===== config.mk =====
export PLATFORM = sky130hd
export DESIGN_NAME = array_list_engine
export DESIGN_NICKNAME = d
export VERILOG_FILES = /design/src/hw/rtl/alist_pkg.sv /design/src/hw/rtl/alist_ram.sv /design/src/hw/rtl/alist_ctrl.sv /design/src/hw/rtl/array_list_engine.sv
export SDC_FILE = /design/constraint.sdc
export NUM_CORES = 2
export LEC_CHECK = 0
export ABC_AREA = 1
export BUFFER_PORTS_ARGS = -buffer_cell sky130_fd_sc_hd__buf_2
export CAP_MARGIN = 20
export CORE_MARGIN = 2
export CORE_UTILIZATION = 35
export CTS_CLUSTER_DIAMETER = 200
export DETAILED_ROUTE_END_ITERATION = 12
export SYNTH_ARGS = -nofsm -noshare
export SYNTH_HDL_FRONTEND = slang
export SYNTH_SLANG_ARGS = --single-unit

===== constraint.sdc =====
create_clock -name aclk -period 4.2 [get_ports aclk]
set_input_delay 0.84 -clock aclk [delete_from_list [all_inputs] [get_ports aclk]]
set_output_delay 0.84 -clock aclk [all_outputs]
set_load 0.05 [all_outputs]

===== src/hw/rtl/alist_pkg.sv =====
// Shared types, sizes and codes for the array list engine.
package alist_pkg;

    localparam int DEPTH      = 64;
    localparam int WORD_WIDTH = 32;

    localparam int ADDR_W  = (DEPTH > 1) ? $clog2(DEPTH) : 1;
    localparam int COUNT_W = $clog2(DEPTH + 1);

    // Field widths on the stream ports
    localparam int REQ_W   = 3;
    localparam int VALUE_W = 32;
    localparam int POS_W   = 7;
    localparam int STAT_W  = 2;
    localparam int LOC_W   = 7;
    localparam int CNT_W   = 7;
    localparam int DATA_W  = 32;

    // Common width for comparing a request index against the count
    localparam int CMP_W = (COUNT_W > POS_W) ? COUNT_W : POS_W;

    typedef logic [WORD_WIDTH-1:0] word_t;
    typedef logic [COUNT_W-1:0]    count_t;
    typedef logic [ADDR_W-1:0]     addr_t;

    typedef enum logic [REQ_W-1:0] {
        OP_APPEND = 3'd0,
        OP_SEARCH = 3'd1,
        OP_INSERT = 3'd2,
        OP_DELETE = 3'd3,
        OP_READ   = 3'd4
    } op_t;

    typedef enum logic [STAT_W-1:0] {
        ST_OK        = 2'd0,
        ST_NOT_FOUND = 2'd1,
        ST_BAD_INDEX = 2'd2,
        ST_FULL      = 2'd3
    } status_t;

    typedef struct packed {
        logic [REQ_W-1:0]          req_type;
        logic signed [VALUE_W-1:0] value;
        logic [POS_W-1:0]          position;
    } req_t;

    typedef struct packed {
        logic [STAT_W-1:0]        status;
        logic [LOC_W-1:0]         location;
        logic [CNT_W-1:0]         count;
        logic signed [DATA_W-1:0] data;
    } rsp_t;

endpackage


===== src/hw/rtl/alist_ram.sv =====
// Generic single-write, single-read RAM with registered read data.
module alist_ram #(
    parameter int WIDTH = 32,
    parameter int DEPTH = 64
) (
    input  logic                                  aclk,
    input  logic                                  we,
    input  logic [((DEPTH > 1) ? $clog2(DEPTH) : 1)-1:0] waddr,
    input  logic [WIDTH-1:0]                      wdata,
    input  logic                                  re,
    input  logic [((DEPTH > 1) ? $clog2(DEPTH) : 1)-1:0] raddr,
    output logic [WIDTH-1:0]                      rdata
);

    logic [WIDTH-1:0] mem [DEPTH];
    logic [WIDTH-1:0] rdata_reg;

    always_ff @(posedge aclk) begin
        if (we) begin
            mem[waddr] <= wdata;
        end
        if (re) begin
            rdata_reg <= mem[raddr];
        end
    end

    assign rdata = rdata_reg;

endmodule


===== src/hw/rtl/alist_ctrl.sv =====
// Request sequencer: walks the list store one word per cycle, read-modify-write.
module alist_ctrl (
    input  logic                 aclk,
    input  logic                 aresetn,
    input  logic                 req_valid,
    output logic                 req_ready,
    input  alist_pkg::req_t      req,
    output logic                 rsp_valid,
    input  logic                 rsp_ready,
    output alist_pkg::rsp_t      rsp
);
    import alist_pkg::*;

    typedef enum logic [1:0] {
        S_IDLE,
        S_WALK,
        S_RESP
    } state_t;

    state_t            state_reg, state_next;
    logic [REQ_W-1:0]  op_reg, op_next;
    word_t             word_reg, word_next;
    count_t            pos_reg, pos_next;
    count_t            cnt_reg, cnt_next;
    count_t            addr_reg, addr_next;
    count_t            rem_reg, rem_next;
    count_t            kept_reg, kept_next;
    logic              pend_reg, pend_next;
    count_t            pend_addr_reg, pend_addr_next;
    status_t           stat_reg, stat_next;
    logic [LOC_W-1:0]  loc_reg, loc_next;
    word_t             data_reg, data_next;

    logic              ram_we;
    addr_t             ram_waddr;
    word_t             ram_wdata;
    logic              ram_re;
    addr_t             ram_raddr;
    word_t             ram_rdata;

    logic              accept;
    word_t             in_word;
    logic [CMP_W-1:0]  in_pos_x;
    logic [CMP_W-1:0]  cnt_x;
    logic              full;
    count_t            ins_addr;
    count_t            loc_cnt;

    alist_ram #(
        .WIDTH (WORD_WIDTH),
        .DEPTH (DEPTH)
    ) u_store (
        .aclk  (aclk),
        .we    (ram_we),
        .waddr (ram_waddr),
        .wdata (ram_wdata),
        .re    (ram_re),
        .raddr (ram_raddr),
        .rdata (ram_rdata)
    );

    assign req_ready = (state_reg == S_IDLE);
    assign accept    = req_valid && req_ready;
    assign rsp_valid = (state_reg == S_RESP);
    assign in_word   = WORD_WIDTH'(req.value);
    assign in_pos_x  = CMP_W'(req.position);
    assign cnt_x     = CMP_W'(cnt_reg);
    assign full      = (cnt_reg >= count_t'(DEPTH));
    assign ins_addr  = pend_addr_reg + count_t'(1);
    assign loc_cnt   = pend_addr_reg + count_t'(1);

    always_comb begin
        state_next     = state_reg;
        op_next        = op_reg;
        word_next      = word_reg;
        pos_next       = pos_reg;
        cnt_next       = cnt_reg;
        addr_next      = addr_reg;
        rem_next       = rem_reg;
        kept_next      = kept_reg;
        pend_next      = 1'b0;
        pend_addr_next = pend_addr_reg;
        stat_next      = stat_reg;
        loc_next       = loc_reg;
        data_next      = data_reg;
        ram_we         = 1'b0;
        ram_waddr      = cnt_reg[ADDR_W-1:0];
        ram_wdata      = in_word;
        ram_re         = 1'b0;
        ram_raddr      = addr_reg[ADDR_W-1:0];

        case (state_reg)
            S_IDLE: begin
                if (accept) begin
                    op_next   = req.req_type;
                    word_next = in_word;
                    pos_next  = count_t'(req.position);
                    stat_next = ST_OK;
                    loc_next  = '0;
                    data_next = '0;
                    addr_next = '0;
                    rem_next  = cnt_reg;
                    kept_next = '0;
                    case (req.req_type)
                        OP_APPEND: begin
                            if (full) begin
                                stat_next = ST_FULL;
                            end else begin
                                ram_we   = 1'b1;
                                cnt_next = cnt_reg + count_t'(1);
                            end
                            state_next = S_RESP;
                        end
                        OP_SEARCH, OP_DELETE: begin
                            state_next = S_WALK;
                        end
                        OP_INSERT: begin
                            if (in_pos_x > cnt_x) begin
                                stat_next  = ST_BAD_INDEX;
                                state_next = S_RESP;
                            end else if (full) begin
                                stat_next  = ST_FULL;
                                state_next = S_RESP;
                            end else begin
                                // tail moves top-down so no source is overwritten early
                                addr_next  = cnt_reg - count_t'(1);
                                rem_next   = cnt_reg - count_t'(req.position);
                                state_next = S_WALK;
                            end
                        end
                        OP_READ: begin
                            if (in_pos_x >= cnt_x) begin
                                stat_next  = ST_BAD_INDEX;
                                state_next = S_RESP;
                            end else begin
                                addr_next  = count_t'(req.position);
                                rem_next   = count_t'(1);
                                state_next = S_WALK;
                            end
                        end
                        default: begin
                            state_next = S_RESP;
                        end
                    endcase
                end
            end

            S_WALK: begin
                // issue the next read
                if (rem_reg != '0) begin
                    ram_re         = 1'b1;
                    pend_next      = 1'b1;
                    pend_addr_next = addr_reg;
                    rem_next       = rem_reg - count_t'(1);
                    if (op_reg == OP_INSERT) begin
                        addr_next = addr_reg - count_t'(1);
                    end else begin
                        addr_next = addr_reg + count_t'(1);
                    end
                end

                // consume the word read last cycle
                if (pend_reg) begin
                    case (op_reg)
                        OP_SEARCH: begin
                            if (ram_rdata == word_reg) begin
                                loc_next   = LOC_W'(loc_cnt);
                                state_next = S_RESP;
                            end
                        end
                        OP_INSERT: begin
                            ram_we    = 1'b1;
                            ram_waddr = ins_addr[ADDR_W-1:0];
                            ram_wdata = ram_rdata;
                        end
                        OP_DELETE: begin
                            // kept never passes the read pointer
                            if (ram_rdata != word_reg) begin
                                ram_we    = 1'b1;
                                ram_waddr = kept_reg[ADDR_W-1:0];
                                ram_wdata = ram_rdata;
                                kept_next = kept_reg + count_t'(1);
                            end
                        end
                        OP_READ: begin
                            data_next  = ram_rdata;
                            state_next = S_RESP;
                        end
                        default: begin
                            state_next = S_RESP;
                        end
                    endcase
                end else if (rem_reg == '0) begin
                    case (op_reg)
                        OP_SEARCH: begin
                            stat_next = ST_NOT_FOUND;
                        end
                        OP_INSERT: begin
                            ram_we    = 1'b1;
                            ram_waddr = pos_reg[ADDR_W-1:0];
                            ram_wdata = word_reg;
                            cnt_next  = cnt_reg + count_t'(1);
                        end
                        OP_DELETE: begin
                            if (kept_reg == cnt_reg) begin
                                stat_next = ST_NOT_FOUND;
                            end
                            cnt_next = kept_reg;
                        end
                        default: begin
                        end
                    endcase
                    state_next = S_RESP;
                end
            end

            S_RESP: begin
                if (rsp_ready) begin
                    state_next = S_IDLE;
                end
            end

            default: begin
                state_next = S_IDLE;
            end
        endcase
    end

    always_ff @(posedge aclk) begin
        if (!aresetn) begin
            state_reg <= S_IDLE;
            cnt_reg   <= '0;
            pend_reg  <= 1'b0;
        end else begin
            state_reg <= state_next;
            cnt_reg   <= cnt_next;
            pend_reg  <= pend_next;
        end
        op_reg        <= op_next;
        word_reg      <= word_next;
        pos_reg       <= pos_next;
        addr_reg      <= addr_next;
        rem_reg       <= rem_next;
        kept_reg      <= kept_next;
        pend_addr_reg <= pend_addr_next;
        stat_reg      <= stat_next;
        loc_reg       <= loc_next;
        data_reg      <= data_next;
    end

    assign rsp.status   = stat_reg;
    assign rsp.location = loc_reg;
    assign rsp.count    = CNT_W'(cnt_reg);
    assign rsp.data     = DATA_W'(data_reg);

endmodule


===== src/hw/rtl/array_list_engine.sv =====
// Top level of the array list engine: stream ports, result register, checks.
//
// Keeps a packed list of up to 64 signed 32-bit words plus a count, in one
// synchronous RAM. Each input word is one request: append, search, insert at
// index, delete by value, or read at index; each request yields exactly one
// result word carrying status, 1-based match location, the count after the
// request and the word read. Append, rejected requests and unused request
// codes go from the accept straight to the result state, then through the
// output register to m_tvalid. Search, insert, delete and read walk the RAM
// with one access per cycle through its single read port. Insert walks from
// the end down to the index, delete and search from the start. One request
// is in work at a time; a finished result sits in the output register so
// the next request is taken while it waits for m_tready. No clearing pass
// is needed after reset: only entries below the count are ever read.
module array_list_engine (
    input  logic        aclk,
    input  logic        aresetn,
    // request stream
    input  logic        s_tvalid,
    output logic        s_tready,
    input  logic [39:0] s_tdata,   // [31:0] value, [38:32] position, [39] zero
    input  logic [2:0]  s_tuser,   // [2:0] req_type
    // result stream
    output logic        m_tvalid,
    input  logic        m_tready,
    output logic [47:0] m_tdata,   // [6:0] location, [13:7] count, [45:14] data, [47:46] zero
    output logic [1:0]  m_tuser    // [1:0] status
);
    import alist_pkg::*;

    req_t        req;
    rsp_t        rsp;
    logic        rsp_valid;
    logic        rsp_ready;

    logic        m_tvalid_reg, m_tvalid_next;
    rsp_t        m_rsp_reg, m_rsp_next;

    assign req.req_type = s_tuser;
    assign req.value    = s_tdata[31:0];
    assign req.position = s_tdata[38:32];

    alist_ctrl u_ctrl (
        .aclk      (aclk),
        .aresetn   (aresetn),
        .req_valid (s_tvalid),
        .req_ready (s_tready),
        .req       (req),
        .rsp_valid (rsp_valid),
        .rsp_ready (rsp_ready),
        .rsp       (rsp)
    );

    // result register: free when empty or being drained this cycle
    assign rsp_ready = !m_tvalid_reg || m_tready;

    always_comb begin
        m_tvalid_next = m_tvalid_reg;
        m_rsp_next    = m_rsp_reg;
        if (rsp_ready) begin
            m_tvalid_next = rsp_valid;
            if (rsp_valid) begin
                m_rsp_next = rsp;
            end
        end
    end

    always_ff @(posedge aclk) begin
        if (!aresetn) begin
            m_tvalid_reg <= 1'b0;
        end else begin
            m_tvalid_reg <= m_tvalid_next;
        end
        m_rsp_reg <= m_rsp_next;
    end

    assign m_tvalid = m_tvalid_reg;
    assign m_tuser  = m_rsp_reg.status;
    assign m_tdata  = {2'b00, m_rsp_reg.data, m_rsp_reg.count, m_rsp_reg.location};

    // reported count never exceeds the list capacity
    a_count_bound: assert property (@(posedge aclk) disable iff (!aresetn)
        m_tvalid |-> (m_tdata[13:7] <= CNT_W'(DEPTH)))
        else $error("result count above capacity");

    // a match location lies inside the list
    a_loc_in_list: assert property (@(posedge aclk) disable iff (!aresetn)
        m_tvalid && (m_tdata[6:0] != '0) |-> (m_tdata[6:0] <= m_tdata[13:7]))
        else $error("match location beyond count");

    // one request in work at a time: accept closes the input for the next cycle
    a_one_in_work: assert property (@(posedge aclk) disable iff (!aresetn)
        s_tvalid && s_tready |=> !s_tready)
        else $error("request taken while another is in work");

    // a location is reported only with an ok status
    a_loc_status: assert property (@(posedge aclk) disable iff (!aresetn)
        m_tvalid && (m_tdata[6:0] != '0) |-> (m_tuser == ST_OK))
        else $error("location with failing status");

endmodule

# == Yosys cells after proc, flatten, opt, wreduce, memory -nomap -nowiden ==
# Memories as Yosys holds them, arrays and structs flattened. A register that Yosys moved wholly into a read port is not among the register bits.
# Cells that the tools add are included.
# word_totals
regBits,169
ram_bits,2048
elab_cells,163
n_memories,1
# op_classes
addsub,8
n_lt_le_gt_ge,3
eq_ne,32
mux,81
reduce_logical,20
# mem_list
memory,words,word_bits,rd,rd_clocked_by_memory_dff,wr,line_no,source
u_ctrl.u_store.mem,64,32,1,1,1,alist_ram.sv:15,logic [WIDTH-1:0] mem [DEPTH];
# ops
operator,count
32-bit two-way mux,8
7-bit two-way mux,23
32-bit case mux with 2 select lines,2
7-bit case mux with 2 select lines,8
32-bit == test,1
32-bit inequality test,1
2-bit two-way mux,15
6-bit two-way mux,5
"7-bit by 1-bit adder with 7-bit output, second input constant",4
"7-bit by 1-bit subtractor with 7-bit output, second input constant",3
2-bit case mux with 3 select lines,3
5-bit AND reduction,3
"2-bit by 1-bit inequality test with 1-bit output, second input constant",7
"3-bit by 2-bit == test with 1-bit output, second input constant",4
"2-bit inequality test, second input constant",6
2-bit case mux with 2 select lines,3
6-bit case mux with 2 select lines,1
1-bit two-way mux,11
7-bit == test,1
7-bit >= comparator,1
"7-bit >= comparator, second input constant",1
7-bit > comparator,1
7-bit zero test,1
7-bit AND reduction,1
22 further kinds,30

# == Depth between registers and ports, before layout ==
# depth
depth_word,7
ltp_mapped,16
mapped_depth_nobuf,16

# == Hierarchy ==
# Synthesis repeated with hierarchy kept, for this count alone.
# hier_totals
cells_unflattened,7768
hier_area_um2,92324.8
# by_module_without_submodules
module,n_inst,cells_per_inst,area_each_um2,seq_area_each_um2
alist_ram,1,6785,83106.0,62459.9
alist_ctrl,1,925,7707.4,3503.4
array_list_engine,1,58,1511.4,1461.4

# == Worst setup path after synthesis ==
# OpenSTA, ideal clock, no wires.
# synth_path
kind,reg-to-reg
startpoint,reg u_ctrl.state_reg[1]
endpoint,"mem u_ctrl.u_store.mem[14][0], enable pin"
setup_time_ns,0.421
arrival_time_ns,4.299
t_required_ns,3.779
slack_ns,-0.520
stages_incl_launch_ff,10
path_buffers,0
period_less_slack_ns,4.720
path_cell_list,dfxtp_1 -> nor2_1 -> nand2_1 -> inv_1 -> nand3_1 -> nand2_1 -> inv_2 -> a21oi_4 -> nand3_2 -> nor2_1
# synth_via
elab_chain_cells,6
word_cells_on_any_way,8
classes_between,eq/ne: 1; mux: 5; reduce/logical: 2
# synth_lines
item,line_no,source
start: declaration,alist_ctrl.sv:20,"state_t state_reg, state_next;"
start signal: assignment,alist_ctrl.sv:235,state_reg <= state_next;
2-bit zero test (*),alist_ctrl.sv:62,assign req_ready = (state_reg == S_IDLE);
net s_tready,array_list_engine.sv:20,"output logic s_tready,"
1-bit logical AND,alist_ctrl.sv:63,assign accept = req_valid && req_ready;
1-bit two-way mux,alist_ctrl.sv:94,if (accept) begin
1-bit case mux with 2 select lines (*),alist_ctrl.sv:92,case (state_reg)
1-bit two-way mux (*),alist_ram.sv:19,if (we) begin
1-bit two-way mux (not written as such) (*),alist_ram.sv:20,mem[waddr] <= wdata;
end: declaration,alist_ram.sv:15,
# The timed path passes the listed nets; every way through them passes the cells marked *.

# == Worst setup path in the final report ==
# layout_path
startpoint,reg u_ctrl.rem_reg[0]
endpoint,"mem u_ctrl.u_store.mem[37][8], enable pin"
# layout_via
elab_chain_cells,6
word_cells_on_any_way,9
classes_between,mux: 8; reduce/logical: 1
# layout_lines
item,line_no,source
start: declaration,alist_ctrl.sv:26,"count_t rem_reg, rem_next;"
start signal: assignment,alist_ctrl.sv:243,rem_reg <= rem_next;
7-bit zero test (*),alist_ctrl.sv:193,end else if (rem_reg == '0) begin
1-bit two-way mux,alist_ctrl.sv:193,
1-bit two-way mux,alist_ctrl.sv:163,if (pend_reg) begin
1-bit case mux with 2 select lines,alist_ctrl.sv:92,
1-bit two-way mux,alist_ram.sv:19,
1-bit two-way mux (not written as such),alist_ram.sv:20,
# Mark *: on every way between the ends. The rest lies on a longest branch, timed or not.

==> out/metrics.cfg <==
[outcome]
status = finished, final reports clean

[global_route]
grt_pass1_wl_microns = 392500
overflow = 0
grt_pass1_vias = 57280
grt_use_total_pct = 20.09
grt_max_degree = 132
antenna_found_initial = 21

[finish]
mostFrequentLayoutCells = edfxtp_1 (2238), nor2_1 (1412), o21ai_0 (1335)
stdcell_area_sq_um = 104900
final_common_cell = edfxtp_1
largest_reg_flops = 2048
drive_gt1_share_pct = 12.08
regMostFlops = u_ctrl.u_store.mem
utilization_pct = 40.87
stdcell_count = 10890
fin_nets = 7380
reg_top3 = u_ctrl.u_store.mem x2048, m_tdata x46
area.growth.synth_to_final_pct = 16.21

[power]
combPwrFrac_pct = 14.9
p_per_area_nw_per_um2 = 501.0
p_seq_share_pct = 48.4
switching_share_pct = 27.21
peakVddDrop_uv = 368.0
leakage_nw = 33.92
clockPowerShare_pct = 36.7
p_switching_mw = 14.30
internal-power_mw = 38.26

[timing]
setup_viol = 0
worst_pin_slew_ns = 1.127
drv_slew = 0
slew_headroom_pct = 24.22
hold_viol_final = 0
skew_ns = 0.03479
fin_hold_ws_ns = 0.1973
clock.fmax_mhz = 255.8
fin_crit_sh_pct = 93.07
rsz0062_at_grt = no
final.min_clock_period_ns = 3.909

[setup_path]
worstPathRequired_ns = 4.70
crit_path_start_kind = flop
r2r_setup_slack_ns = 0.29
worstSetupPathType = flop to flop
rr_worst_depth = 16
r2r-end = u_ctrl.u_store.mem[37][8]$_DFFE_PP_
end_kind = flop
cp_max_fo = 16
r2r-start = u_ctrl.rem_reg[0]$_DFFE_PP_
arrival_ns = 4.41

[yosys]
async_flop_share_pct = 0
synth_area_leaders = edfxtp_1 (74%), o21ai_0 (7.4%), nor2_1 (6.2%)
yosysTopAreaCell = edfxtp_1
synth_edf_count = 2238
synth_top_area_share_pct = 74.43
synth_cells = 7124
ys_warn_count = 0
ys_seq_area_share_pct = 74.68
syn_area_sq_um = 90290
synth.avg_cell_area_sq_um = 12.67
ys_types = 51
synth_flop_cell = edfxtp_1
synth.ff_latch_count = 2249

[drt]
ant_nets = 0
drt_wl_total_microns = 271600
drc_errors = 0
dr.pass1.iters = 6
via_count = 60800
drt_iter0_markers = 8710
wl_per_cell_microns = 24.93
viasPerCell = 5.582

[min_path]
hold_path_class = primary input to flop
min_to = u_ctrl.word_reg[14]$_DFFE_PP_
min_delay_path_depth = 1
min_from = s_tdata[14]

[die]
die_x_microns = 511.9
core_area_sq_um = 256700
row_count = 186
fp.dieArea_sq_um = 262000
initial_core_util_pct = 35.17
ios = 99
die_y_microns = 511.9

[clock_network]
clk_path_buf_depth = 3
clock-root-buffer = clkbuf_16
post-cts-setup-buffers = 0
postCtsHoldBufs = 0
post_cts_resized = 0
clkTransAtPathRegs_ns = 0.06
htreeDepth = 4
cts_tree = yes
clock_latency_ns = 0.87
numCtsBuffers = 221
cts_num_sinks = 2249

[run]
maxCapViolations = 0

[place]
dp_cells = 10470
dp_hpwl_microns = 155500
place_area_sq_um = 97850
io_buffer_count = 95
gp_congestion = 0.9082

-- cells in the mapped netlist (2+ instances only) --
cell type  count
nor2_4         3
buf_4          8
nor3_1        24
dfxtp_1       11
inv_2          8
o221ai_1      34
xnor2_1       18
o21ai_0     1335
a21oi_2        2
clkinv_1       5
buf_1          8
xor2_1        15
o22ai_1      632
nand3_1       72
o211ai_1      12
ha_1          18
clkbuf_1     360
a31oi_1        8
o211ai_2       2
a21oi_1       89
o21ai_2        2
a41oi_1        2
inv_1        143
nand2_2       12
nand4_1        7
fa_1           2
edfxtp_1    2238
nand3_2        5
o21ai_1        7
buf_2        107
nand2_1      412
nor4_1         4
o31ai_1       12
nor2_1      1480
a21boi_0       3
nor2_2         5
or2_2          5
-- area by class of cell --
class | instances | area [sq um]
fillers | 23480 | 151800
repair buffers | 449 | 4304
flip-flops and latches | 2249 | 67420
multi-input cells | 4235 | 21320
clock buffers | 279 | 5812
inverters | 157 | 619.3
diodes | 10 | 25.02
clock inverters | 129 | 1180
well taps | 3384 | 4234
-- kinds of logic (layout without fill, tap and decap cells) --
group                    count (synthesis)  after routing  share of synthesized area, %
AND/OR/NAND/NOR                       2033           2033                         8.768
other                                    1             12                      0.004153
flip-flops                            2249           2249                         74.68
buffers and inverters                  641           1014                         2.858
AO/OA/AOI/OAI                         2147           2147                         13.08
adder cells (fa/ha/maj)                 20             20                        0.2938
XOR/XNOR                                33             33                        0.3201
-- per-stage QoR --
stage                     setup slack [ns]  total power, mW  TNS (ns)
after floorplan                    -0.5204            30.09   -729.94
after global placement              0.4273            33.46         0
after detailed placement            0.4049            33.59         0
after CTS                           0.3804            52.64         0
after global routing               0.08680            54.13         0
final                               0.2912            52.57         0
-- per-layer routing --
layer | track usage [%] | up-vias | wire length (microns)
li1 | - | 26760 | -
met1 | 27.85 | 30480 | 111400
met2 | 31.48 | 3104 | 123900
met3 | 3.953 | 452 | 26780
met4 | 6.923 | 6 | 9466
met5 | 0 | - | 40
-- power groups by stage --
stage	Sequential (mW)	Clock, mW	Combinational, mW
detailed placement	25.9	0	7.66
CTS	25.4	19.5	7.69
floorplan	26.1	0	3.98
global placement	25.9	0	7.54
finish	25.5	19.3	7.84
global route	25.5	20.4	8.31
-- worst max-delay path by stage --
stage / start / end / slack [ns] / cells after the start
finish: u_ctrl.rem_reg[0]$_DFFE_PP_ / u_ctrl.u_store.mem[37][8]$_DFFE_PP_ / 0.29 / 16
global route: u_ctrl.rem_reg[0]$_DFFE_PP_ / u_ctrl.u_store.mem[44][30]$_DFFE_PP_ / 0.09 / 15
CTS: u_ctrl.u_store.rdata[19]$_DFFE_PP_ / u_ctrl.u_store.mem[61][18]$_DFFE_PP_ / 0.38 / 14
detailed placement: u_ctrl.u_store.rdata[19]$_DFFE_PP_ / u_ctrl.u_store.mem[61][23]$_DFFE_PP_ / 0.40 / 14
global placement: u_ctrl.rem_reg[0]$_DFFE_PP_ / u_ctrl.u_store.mem[61][23]$_DFFE_PP_ / 0.43 / 15
floorplan: u_ctrl.state_reg[1]$_SDFFE_PN0P_ / u_ctrl.u_store.mem[14][0]$_DFFE_PP_ / -0.52 / 9
-- critical path, stage by stage (launching register included) --
cell and delay (ns):
edfxtp_1 0.38, inv_1 0.08, ha_1 0.16, inv_1 0.06, nor3_2 0.19, nand2_1 0.23
nor2_4 0.25, inv_2 0.12, nor2_1 0.11, o21ai_1 0.08, nand2_1 0.07, inv_1 0.05
a21oi_1 0.46, nand3_1 0.46, buf_4 0.33, nor2_4 0.13, buf_4 0.35
Power figures use the tool's default switching activity.
